===== config.mk =====
export PLATFORM = sky130hd
export DESIGN_NAME = excess_green_pixel_index_core
export DESIGN_NICKNAME = d
export VERILOG_FILES = /design/src/rtl/exg_pkg.sv /design/src/rtl/exg_peak.sv /design/src/rtl/exg_mul.sv /design/src/rtl/exg_div.sv /design/src/rtl/excess_green_pixel_index_core.sv
export SDC_FILE = /design/constraint.sdc
export NUM_CORES = 1
export LEC_CHECK = 0
export ABC_AREA = 1
export ABC_CLOCK_PERIOD_IN_PS = 7360
export BUFFER_PORTS_ARGS = -buffer_cell sky130_fd_sc_hd__buf_4
export CORE_ASPECT_RATIO = 0.9
export CORE_MARGIN = 1
export CORE_UTILIZATION = 44
export DETAILED_ROUTE_END_ITERATION = 8
export PLACE_DENSITY = 0.59
export SETUP_SLACK_MARGIN = 0.05
export SYNTH_ARGS = -nofsm -noshare
export SYNTH_HDL_FRONTEND = slang
export SYNTH_SLANG_ARGS = --single-unit

===== constraint.sdc =====
create_clock -name clk_i -period 7.36 [get_ports clk_i]
set_input_delay 0.736 -clock clk_i [delete_from_list [all_inputs] [get_ports clk_i]]
set_output_delay 0.736 -clock clk_i [all_outputs]
set_load 0.02 [all_outputs]

===== src/rtl/exg_pkg.sv =====
`default_nettype none

package exg_pkg;

  // Default channel width of the pixel fields.
  localparam int CHANNEL_BITS_DEF = 8;

  // Width of the excess-green result and of the quotient it comes from.
  localparam int OUT_BITS = 8;

  // Largest result value, used when the ratio exceeds one.
  localparam logic [OUT_BITS-1:0] OUT_MAX = {OUT_BITS{1'b1}};

  // Positions of the color channels in the per-channel arrays.
  localparam int CH_B = 0;
  localparam int CH_G = 1;
  localparam int CH_R = 2;
  localparam int NUM_CH = 3;

  // Input command codes.
  localparam logic CMD_MEASURE = 1'b0;
  localparam logic CMD_CONVERT = 1'b1;

  // Sequencer states of the top level.
  typedef enum logic [2:0] {
    S_IDLE,
    S_MUL_PEAK,
    S_MUL_PIX,
    S_SUM,
    S_DECIDE,
    S_DIV,
    S_DONE
  } exg_state_e;

endpackage

`default_nettype wire


===== src/rtl/exg_peak.sv =====
`default_nettype none

module exg_peak #(
  parameter int CHANNEL_BITS = exg_pkg::CHANNEL_BITS_DEF
) (
  input  wire logic                                        clk_i,
  input  wire logic                                        rst_ni,
  input  wire logic                                        upd_i,
  input  wire logic                                        clr_i,
  input  wire logic [exg_pkg::NUM_CH-1:0][CHANNEL_BITS-1:0] pix_i,
  output logic      [exg_pkg::NUM_CH-1:0][CHANNEL_BITS-1:0] peak_o
);

  logic [exg_pkg::NUM_CH-1:0][CHANNEL_BITS-1:0] peak_q;
  logic [exg_pkg::NUM_CH-1:0][CHANNEL_BITS-1:0] peak_d;
  logic [exg_pkg::NUM_CH-1:0][CHANNEL_BITS-1:0] base;

  // A frame start clears the running maxima before the pixel is folded in.
  always_comb begin
    for (int i = 0; i < exg_pkg::NUM_CH; i++) begin
      base[i]   = clr_i ? '0 : peak_q[i];
      peak_d[i] = (pix_i[i] > base[i]) ? pix_i[i] : base[i];
    end
  end

  always_ff @(posedge clk_i or negedge rst_ni) begin
    if (!rst_ni) begin
      peak_q <= '0;
    end else if (upd_i) begin
      peak_q <= peak_d;
    end
  end

  assign peak_o = peak_q;

endmodule

`default_nettype wire


===== src/rtl/exg_mul.sv =====
`default_nettype none

// Three bit-serial shift-add multipliers that run in lockstep. The multiplier
// operand is consumed one bit per cycle, most significant bit first.
module exg_mul #(
  parameter int CHANNEL_BITS = exg_pkg::CHANNEL_BITS_DEF
) (
  input  wire logic                                            clk_i,
  input  wire logic                                            rst_ni,
  input  wire logic                                            start_i,
  input  wire logic [exg_pkg::NUM_CH-1:0][2*CHANNEL_BITS-1:0]  mcand_i,
  input  wire logic [exg_pkg::NUM_CH-1:0][CHANNEL_BITS-1:0]    mplier_i,
  output logic                                                 done_o,
  output logic      [exg_pkg::NUM_CH-1:0][3*CHANNEL_BITS-1:0]  prod_o
);

  localparam int MW = 2 * CHANNEL_BITS;
  localparam int PW = 3 * CHANNEL_BITS;
  localparam int CW = $clog2(CHANNEL_BITS);

  logic          busy_q;
  logic          done_q;
  logic [CW-1:0] cnt_q;

  logic [exg_pkg::NUM_CH-1:0][MW-1:0]           mcand_q;
  logic [exg_pkg::NUM_CH-1:0][CHANNEL_BITS-1:0] mplier_q;
  logic [exg_pkg::NUM_CH-1:0][PW-1:0]           acc_q;
  logic [exg_pkg::NUM_CH-1:0][PW-1:0]           acc_d;

  // Bit counter and completion pulse.
  always_ff @(posedge clk_i or negedge rst_ni) begin
    if (!rst_ni) begin
      busy_q <= 1'b0;
      done_q <= 1'b0;
      cnt_q  <= '0;
    end else if (start_i) begin
      busy_q <= 1'b1;
      done_q <= 1'b0;
      cnt_q  <= CW'(CHANNEL_BITS - 1);
    end else begin
      done_q <= busy_q && (cnt_q == '0);
      if (busy_q) begin
        if (cnt_q == '0) begin
          busy_q <= 1'b0;
        end else begin
          cnt_q <= cnt_q - 1'b1;
        end
      end
    end
  end

  // One shift-add step per lane: double the partial product and add the
  // multiplicand when the current multiplier bit is set.
  always_comb begin
    for (int i = 0; i < exg_pkg::NUM_CH; i++) begin
      acc_d[i] = {acc_q[i][PW-2:0], 1'b0}
               + (mplier_q[i][CHANNEL_BITS-1] ? PW'(mcand_q[i]) : '0);
    end
  end

  always_ff @(posedge clk_i) begin
    if (start_i) begin
      mcand_q  <= mcand_i;
      mplier_q <= mplier_i;
      acc_q    <= '0;
    end else if (busy_q) begin
      mplier_q <= mplier_q << 1;
      acc_q    <= acc_d;
    end
  end

  assign done_o = done_q;
  assign prod_o = acc_q;

endmodule

`default_nettype wire


===== src/rtl/exg_div.sv =====
`default_nettype none

// Restoring radix-2 divider for floor(255 * num / den) with num <= den, so
// the quotient fits in the result width. One quotient bit per cycle.
module exg_div #(
  parameter int CHANNEL_BITS = exg_pkg::CHANNEL_BITS_DEF
) (
  input  wire logic                           clk_i,
  input  wire logic                           rst_ni,
  input  wire logic                           start_i,
  input  wire logic [3*CHANNEL_BITS+1:0]      num_i,
  input  wire logic [3*CHANNEL_BITS+1:0]      den_i,
  output logic                                done_o,
  output logic      [exg_pkg::OUT_BITS-1:0]   quo_o
);

  localparam int NW  = 3 * CHANNEL_BITS + 2;
  localparam int QB  = exg_pkg::OUT_BITS;
  localparam int RW  = NW + QB;
  localparam int QCW = $clog2(QB);

  logic           busy_q;
  logic           done_q;
  logic [QCW-1:0] cnt_q;
  logic [RW-1:0]  rem_q;
  logic [RW-1:0]  dsr_q;
  logic [QB-1:0]  quo_q;
  logic           ge;
  logic [RW-1:0]  scaled;

  // The dividend is 255 * num, formed as num * 256 - num.
  assign scaled = {num_i, {QB{1'b0}}} - RW'(num_i);
  assign ge     = (rem_q >= dsr_q);

  always_ff @(posedge clk_i or negedge rst_ni) begin
    if (!rst_ni) begin
      busy_q <= 1'b0;
      done_q <= 1'b0;
      cnt_q  <= '0;
    end else if (start_i) begin
      busy_q <= 1'b1;
      done_q <= 1'b0;
      cnt_q  <= QCW'(QB - 1);
    end else begin
      done_q <= busy_q && (cnt_q == '0);
      if (busy_q) begin
        if (cnt_q == '0) begin
          busy_q <= 1'b0;
        end else begin
          cnt_q <= cnt_q - 1'b1;
        end
      end
    end
  end

  // Compare and subtract against the divisor, which walks down one bit
  // position per cycle from den * 128.
  always_ff @(posedge clk_i) begin
    if (start_i) begin
      rem_q <= scaled;
      dsr_q <= RW'(den_i) << (QB - 1);
      quo_q <= '0;
    end else if (busy_q) begin
      if (ge) begin
        rem_q <= rem_q - dsr_q;
      end
      dsr_q <= dsr_q >> 1;
      quo_q <= {quo_q[QB-2:0], ge};
    end
  end

  assign done_o = done_q;
  assign quo_o  = quo_q;

endmodule

`default_nettype wire


===== src/rtl/excess_green_pixel_index_core.sv =====
// Measure word: leaves the sequencer idle, so the next word can be accepted in the cycle after.
// Convert word: the input stalls while two bit-serial multiply passes and an 8-step serial
// divider run and while a finished result waits on a stalled output; the next word is taken
// in the cycle in which the result is offered, so one convert word is in flight at a time.
// A zero peak skips both multiply passes and the divider; a non-positive or saturated value
// skips the divider. Reset clears peaks and control.
`default_nettype none

module excess_green_pixel_index_core #(
  parameter int CHANNEL_BITS = exg_pkg::CHANNEL_BITS_DEF
) (
  input  wire logic                          clk_i,
  input  wire logic                          rst_ni,
  input  wire logic                          in_valid_i,
  output logic                               in_stall_o,
  input  wire logic                          cmd_i,
  input  wire logic                          frame_start_i,
  input  wire logic [CHANNEL_BITS-1:0]       blue_i,
  input  wire logic [CHANNEL_BITS-1:0]       green_i,
  input  wire logic [CHANNEL_BITS-1:0]       red_i,
  output logic                               out_valid_o,
  input  wire logic                          out_stall_i,
  output logic      [exg_pkg::OUT_BITS-1:0]  excess_green_o,
  output logic                               saturated_o
);

  localparam int C  = CHANNEL_BITS;
  localparam int MW = 2 * C;
  localparam int PW = 3 * C;
  localparam int NW = 3 * C + 2;
  localparam int NC = exg_pkg::NUM_CH;

  exg_pkg::exg_state_e state_q, state_d;

  logic                  accept;
  logic                  load_out;
  logic                  peak_zero;
  logic [NC-1:0][C-1:0]  pix_in;
  logic [NC-1:0][C-1:0]  pix_q;
  logic [NC-1:0][C-1:0]  peak;

  logic                  mul_start;
  logic                  mul_done;
  logic [NC-1:0][MW-1:0] mul_mcand;
  logic [NC-1:0][C-1:0]  mul_mplier;
  logic [NC-1:0][PW-1:0] mul_prod;

  logic                  div_start;
  logic                  div_done;
  logic [exg_pkg::OUT_BITS-1:0] div_quo;
  logic [NW-1:0]         div_num;

  logic [NW-1:0]         den_q;
  logic [NW-1:0]         neg_q;
  logic [NW-1:0]         tg_q;
  logic [NW:0]           pos2;
  logic [NW:0]           neg2;

  logic [exg_pkg::OUT_BITS-1:0] res_val_q, res_val_d;
  logic                         res_sat_q, res_sat_d;

  logic                         out_valid_q, out_valid_d;
  logic [exg_pkg::OUT_BITS-1:0] out_val_q;
  logic                         out_sat_q;

  assign pix_in[exg_pkg::CH_B] = blue_i;
  assign pix_in[exg_pkg::CH_G] = green_i;
  assign pix_in[exg_pkg::CH_R] = red_i;

  assign in_stall_o = (state_q != exg_pkg::S_IDLE);
  assign accept     = in_valid_i && !in_stall_o;
  assign peak_zero  = (peak[exg_pkg::CH_B] == '0) || (peak[exg_pkg::CH_G] == '0)
                   || (peak[exg_pkg::CH_R] == '0);

  // Running channel maxima.
  exg_peak #(
    .CHANNEL_BITS(C)
  ) u_peak (
    .clk_i  (clk_i),
    .rst_ni (rst_ni),
    .upd_i  (accept && (cmd_i == exg_pkg::CMD_MEASURE)),
    .clr_i  (frame_start_i),
    .pix_i  (pix_in),
    .peak_o (peak)
  );

  // The first pass forms the peak pair products G*R, B*R and B*G; the second
  // multiplies them by the pixel's own b, g and r.
  always_comb begin
    if (state_q == exg_pkg::S_IDLE) begin
      mul_mcand[exg_pkg::CH_B]  = MW'(peak[exg_pkg::CH_G]);
      mul_mcand[exg_pkg::CH_G]  = MW'(peak[exg_pkg::CH_B]);
      mul_mcand[exg_pkg::CH_R]  = MW'(peak[exg_pkg::CH_B]);
      mul_mplier[exg_pkg::CH_B] = peak[exg_pkg::CH_R];
      mul_mplier[exg_pkg::CH_G] = peak[exg_pkg::CH_R];
      mul_mplier[exg_pkg::CH_R] = peak[exg_pkg::CH_G];
    end else begin
      for (int i = 0; i < NC; i++) begin
        mul_mcand[i]  = mul_prod[i][MW-1:0];
        mul_mplier[i] = pix_q[i];
      end
    end
  end

  exg_mul #(
    .CHANNEL_BITS(C)
  ) u_mul (
    .clk_i    (clk_i),
    .rst_ni   (rst_ni),
    .start_i  (mul_start),
    .mcand_i  (mul_mcand),
    .mplier_i (mul_mplier),
    .done_o   (mul_done),
    .prod_o   (mul_prod)
  );

  // Positive part 2*tg against negative part tb + tr. The value saturates
  // exactly when tg exceeds 2 * (tb + tr).
  assign pos2    = {tg_q, 1'b0};
  assign neg2    = {neg_q, 1'b0};
  assign div_num = NW'(pos2 - {1'b0, neg_q});

  exg_div #(
    .CHANNEL_BITS(C)
  ) u_div (
    .clk_i   (clk_i),
    .rst_ni  (rst_ni),
    .start_i (div_start),
    .num_i   (div_num),
    .den_i   (den_q),
    .done_o  (div_done),
    .quo_o   (div_quo)
  );

  // Sequencer for one convert word.
  always_comb begin
    state_d   = state_q;
    mul_start = 1'b0;
    div_start = 1'b0;
    load_out  = 1'b0;
    res_val_d = res_val_q;
    res_sat_d = res_sat_q;
    case (state_q)
      exg_pkg::S_IDLE: begin
        if (accept && (cmd_i == exg_pkg::CMD_CONVERT)) begin
          if (peak_zero) begin
            res_val_d = '0;
            res_sat_d = 1'b0;
            state_d   = exg_pkg::S_DONE;
          end else begin
            mul_start = 1'b1;
            state_d   = exg_pkg::S_MUL_PEAK;
          end
        end
      end
      exg_pkg::S_MUL_PEAK: begin
        if (mul_done) begin
          mul_start = 1'b1;
          state_d   = exg_pkg::S_MUL_PIX;
        end
      end
      exg_pkg::S_MUL_PIX: begin
        if (mul_done) begin
          state_d = exg_pkg::S_SUM;
        end
      end
      exg_pkg::S_SUM: begin
        state_d = exg_pkg::S_DECIDE;
      end
      exg_pkg::S_DECIDE: begin
        if (pos2 <= {1'b0, neg_q}) begin
          res_val_d = '0;
          res_sat_d = 1'b0;
          state_d   = exg_pkg::S_DONE;
        end else if ({1'b0, tg_q} > neg2) begin
          res_val_d = exg_pkg::OUT_MAX;
          res_sat_d = 1'b1;
          state_d   = exg_pkg::S_DONE;
        end else begin
          div_start = 1'b1;
          state_d   = exg_pkg::S_DIV;
        end
      end
      exg_pkg::S_DIV: begin
        if (div_done) begin
          res_val_d = div_quo;
          res_sat_d = 1'b0;
          state_d   = exg_pkg::S_DONE;
        end
      end
      exg_pkg::S_DONE: begin
        if (!out_valid_q || !out_stall_i) begin
          load_out = 1'b1;
          state_d  = exg_pkg::S_IDLE;
        end
      end
      default: begin
        state_d = exg_pkg::S_IDLE;
      end
    endcase
  end

  always_ff @(posedge clk_i or negedge rst_ni) begin
    if (!rst_ni) begin
      state_q <= exg_pkg::S_IDLE;
    end else begin
      state_q <= state_d;
    end
  end

  // Pixel capture, sum terms and pending result.
  always_ff @(posedge clk_i) begin
    if (accept) begin
      pix_q <= pix_in;
    end
    if (state_q == exg_pkg::S_SUM) begin
      den_q <= NW'(mul_prod[exg_pkg::CH_B]) + NW'(mul_prod[exg_pkg::CH_G])
             + NW'(mul_prod[exg_pkg::CH_R]);
      neg_q <= NW'(mul_prod[exg_pkg::CH_B]) + NW'(mul_prod[exg_pkg::CH_R]);
      tg_q  <= NW'(mul_prod[exg_pkg::CH_G]);
    end
    res_val_q <= res_val_d;
    res_sat_q <= res_sat_d;
  end

  // Output register: holds a finished word while the consumer stalls.
  assign out_valid_d = load_out || (out_valid_q && out_stall_i);

  always_ff @(posedge clk_i or negedge rst_ni) begin
    if (!rst_ni) begin
      out_valid_q <= 1'b0;
    end else begin
      out_valid_q <= out_valid_d;
    end
  end

  always_ff @(posedge clk_i) begin
    if (load_out) begin
      out_val_q <= res_val_q;
      out_sat_q <= res_sat_q;
    end
  end

  assign out_valid_o    = out_valid_q;
  assign excess_green_o = out_val_q;
  assign saturated_o    = out_sat_q;

endmodule

`default_nettype wire


==> results.sh <==
export IMPL_run_status="complete, no violations"
export IMPL_synthCells=3031
export IMPL_hold_viol_final=0
export IMPL_synth_edf_count=249
export IMPL_timing_slew_headroom_pct=27.2
export IMPL_synth_area_leader_cell="edfxtp_1"
export IMPL_drc=0
export IMPL_final_seq_area_sq_um=10200
export IMPL_drt_vias_per_instance=5.35
export IMPL_cp_start_kind="register"
export IMPL_postLayoutCoreUtil_pct=49.3
export IMPL_cts_max_path_buffers=3
export IMPL_n_fill_cell=5447
export IMPL_ys_top_cells_by_count="nand2_1, inv_1, edfxtp_1"
export IMPL_drive_above_1_share_pct=5.56
export IMPL_path_clk_slew_ns=0.06
export IMPL_r2r_slack_ns=2.98
export IMPL_synthTopCellsByArea="edfxtp_1, ha_1, nand2_1"
export IMPL_critical_path_required_ns=7.55
export IMPL_setup_violations=0
export IMPL_worstSkewPairLatency_ns=0.59
export IMPL_grt_ovfl_total=0
export IMPL_worstSetupPathType="register to register"
export IMPL_cts_max_level=2
export IMPL_finClkSkew_ns=0.0257
export IMPL_ys_types=57
export IMPL_grt_max_degree=75
export IMPL_drtPass1Iterations=5
export IMPL_drt_total_wl_microns=67000
export IMPL_post_drt_wl_per_cell_microns=17.4
export IMPL_dp_hpwl_microns=51600
export IMPL_seq_area_frac_synth_pct=40.5
export IMPL_cts_buffers=43
export IMPL_async_flop_share_pct=10.2
export IMPL_netlist_area_leader_share_pct=29.8
export IMPL_final_period_utilization_pct=59.5
export IMPL_slew_viol_final=0
export IMPL_crit_path_max_fanout=45
export IMPL_cts_tree="done"
export IMPL_post_cts_buffers=0
export IMPL_grt_total_usage_pct=23.3
export IMPL_cts_sinks=374
export IMPL_endpoint_kind="register"
export IMPL_globalplace_congestion=0.972
export IMPL_final_area_sq_um=27600
export IMPL_place_area_sq_um=26200
export IMPL_drtIter0Drc=1522
export IMPL_fin_nets=3339
export IMPL_syn2layout_area_growth_pct=10.0
export IMPL_cts_resized=0
export IMPL_grt_pass1_wl_microns=107000
export IMPL_start_util_pct=44.8
export IMPL_fin_crit_ns=4.38
export IMPL_vias=20600
export IMPL_ctsHoldBuffers=0
export IMPL_grt_pass1_vias=20000
export IMPL_cap_violations=0
export IMPL_fmax_mhz=228
export IMPL_tightest_slew_ns=1.09
export IMPL_io_pins=41
export IMPL_ys_ff_latch=374
export IMPL_dieArea_sq_um=58000
export IMPL_ant_nets=0
export IMPL_hold_class="primary input to asynchronous set/reset pin"
export IMPL_grt_setup_unrepaired="no"
export IMPL_yosysMostFrequentCell="nand2_1"
export IMPL_syn_area_sq_um=25100
export IMPL_die_w_microns=254
export IMPL_avgSynthCellArea_sq_um=8.28
export IMPL_multi_input_area_sq_um=13000
export IMPL_totalNegativeSetupSlack_ns=0
export IMPL_die_h_microns=229
export IMPL_syn_nets=3311
export IMPL_core_sq_um=56000
export IMPL_yosys_warnings=0
export IMPL_cts_root_buf="clkbuf_16"
export IMPL_rows=82
export IMPL_antenna_found_initial=0
export IMPL_portBuffers=40
export IMPL_worstPathArrival_ns=4.57
export IMPL_ys_flop_type="edfxtp_1"
state kept, by name (all words and copies together) (netlist names), 3 cells and up:
| register | flops |
|---|---|
| u_mul.prod_o | 72 |
| u_mul.mcand_q | 48 |
| u_div.rem_q | 34 |
| u_div.dsr_q | 33 |
| den_q | 26 |
| neg_q | 25 |
| pix_q | 24 |
| tg_q | 24 |
| u_mul.mplier_q | 24 |
| u_peak.peak_o | 24 |
| excess_green_o | 8 |
| res_val_q | 8 |
| u_div.quo_o | 8 |
| state_q | 3 |
| u_div.cnt_q | 3 |
| u_mul.cnt_q | 3 |
layer usage:
layer,track usage [%],part of all wire (%),vias to the layer above
met5,0,0,-
met2,37.8,46,430
met1,32.7,47,9769
met4,6.65,2.5,0
met3,2.71,4.1,102
li1,-,-,10300
kinds of logic (layout without fill, tap and decap cells):
group	Yosys count	in the layout	synth area share (%)
other	0	1	0
buffers and inverters	515	578	7.85
adders and majority gates	250	250	13.4
xor gates and xnor gates	149	149	5.20
AOI/OAI and AO/OA	673	673	15.3
DFF	374	374	40.5
and+or+nand+nor	1070	1070	17.8
critical path, stage by stage (launching register included):
cell      delay [ns]
edfxtp_1        0.41
ha_1            0.32
inv_1           0.04
nor4_1          0.65
nand2_1         0.15
nor2_1          0.12
nand2_1         0.06
o221ai_1        0.12
o31ai_1         0.22
nand2_4         0.36
clkinv_2        0.59
nor4_2          0.93
path summary, 6_finish.rpt:
check / startpoint / endpoint / depth (start not counted)
worst max-delay path: tg_q[20]$_DFFE_PP_ / res_val_q[5]$_DFFE_PP_ / 11
worst min-delay path: rst_ni / u_peak.peak_o[11]$_DFFE_PN0P_ / 1
worst max register to register: tg_q[20]$_DFFE_PP_ / res_val_q[5]$_DFFE_PP_ / 11
worst min register to register: res_val_q[2]$_DFFE_PP_ / excess_green_o[2]$_DFFE_PP_ / 0
max in group asynchronous: rst_ni / u_mul.busy_q$_DFF_PN0_ / 1
min in group clk_i: green_i[0] / pix_q[8]$_DFFE_PP_ / 1
cells in the final DEF (no fill, tap or decap), drive strengths merged, types with 17 or more instances in the layout:
master,n
a21oi,224
xnor2,52
xor2,97
edfxtp,249
dfrtp,38
o22ai,22
nand3,96
buf,54
o31ai,28
a211oi,17
o21ai,246
nand2,653
nor3,24
clkbuf,61
nor2,239
ha,219
a31oi,44
inv,443
o211ai,34
fa,31
nand4,29
dfxtp,87
final cells by class:
class / count / share of cell area [%]
clock buffers: 61 / 4.33
multi-input cells: 2142 / 47.1
well taps: 756 / 3.43
diodes: 1 / 0.00906
flip-flops and latches: 374 / 36.8
repair buffers: 54 / 1.47
inverters: 444 / 6.04
clock inverters: 19 / 0.816
stage by stage:
stage,setup WS [ns],instances,hold slack (ns)
6_report,2.98,3851,0.118
5_1_grt,2.51,3850,0.155
4_1_cts,2.85,3850,0.125
3_5_place_dp,2.87,3770,0.405
3_3_place_gp,2.99,3770,0.419
2_1_floorplan,2.90,3031,0.400
Power is left out: the tool's default activity adds up to more than one toggle a clock period on the data nets, which glitch-free logic cannot reach.
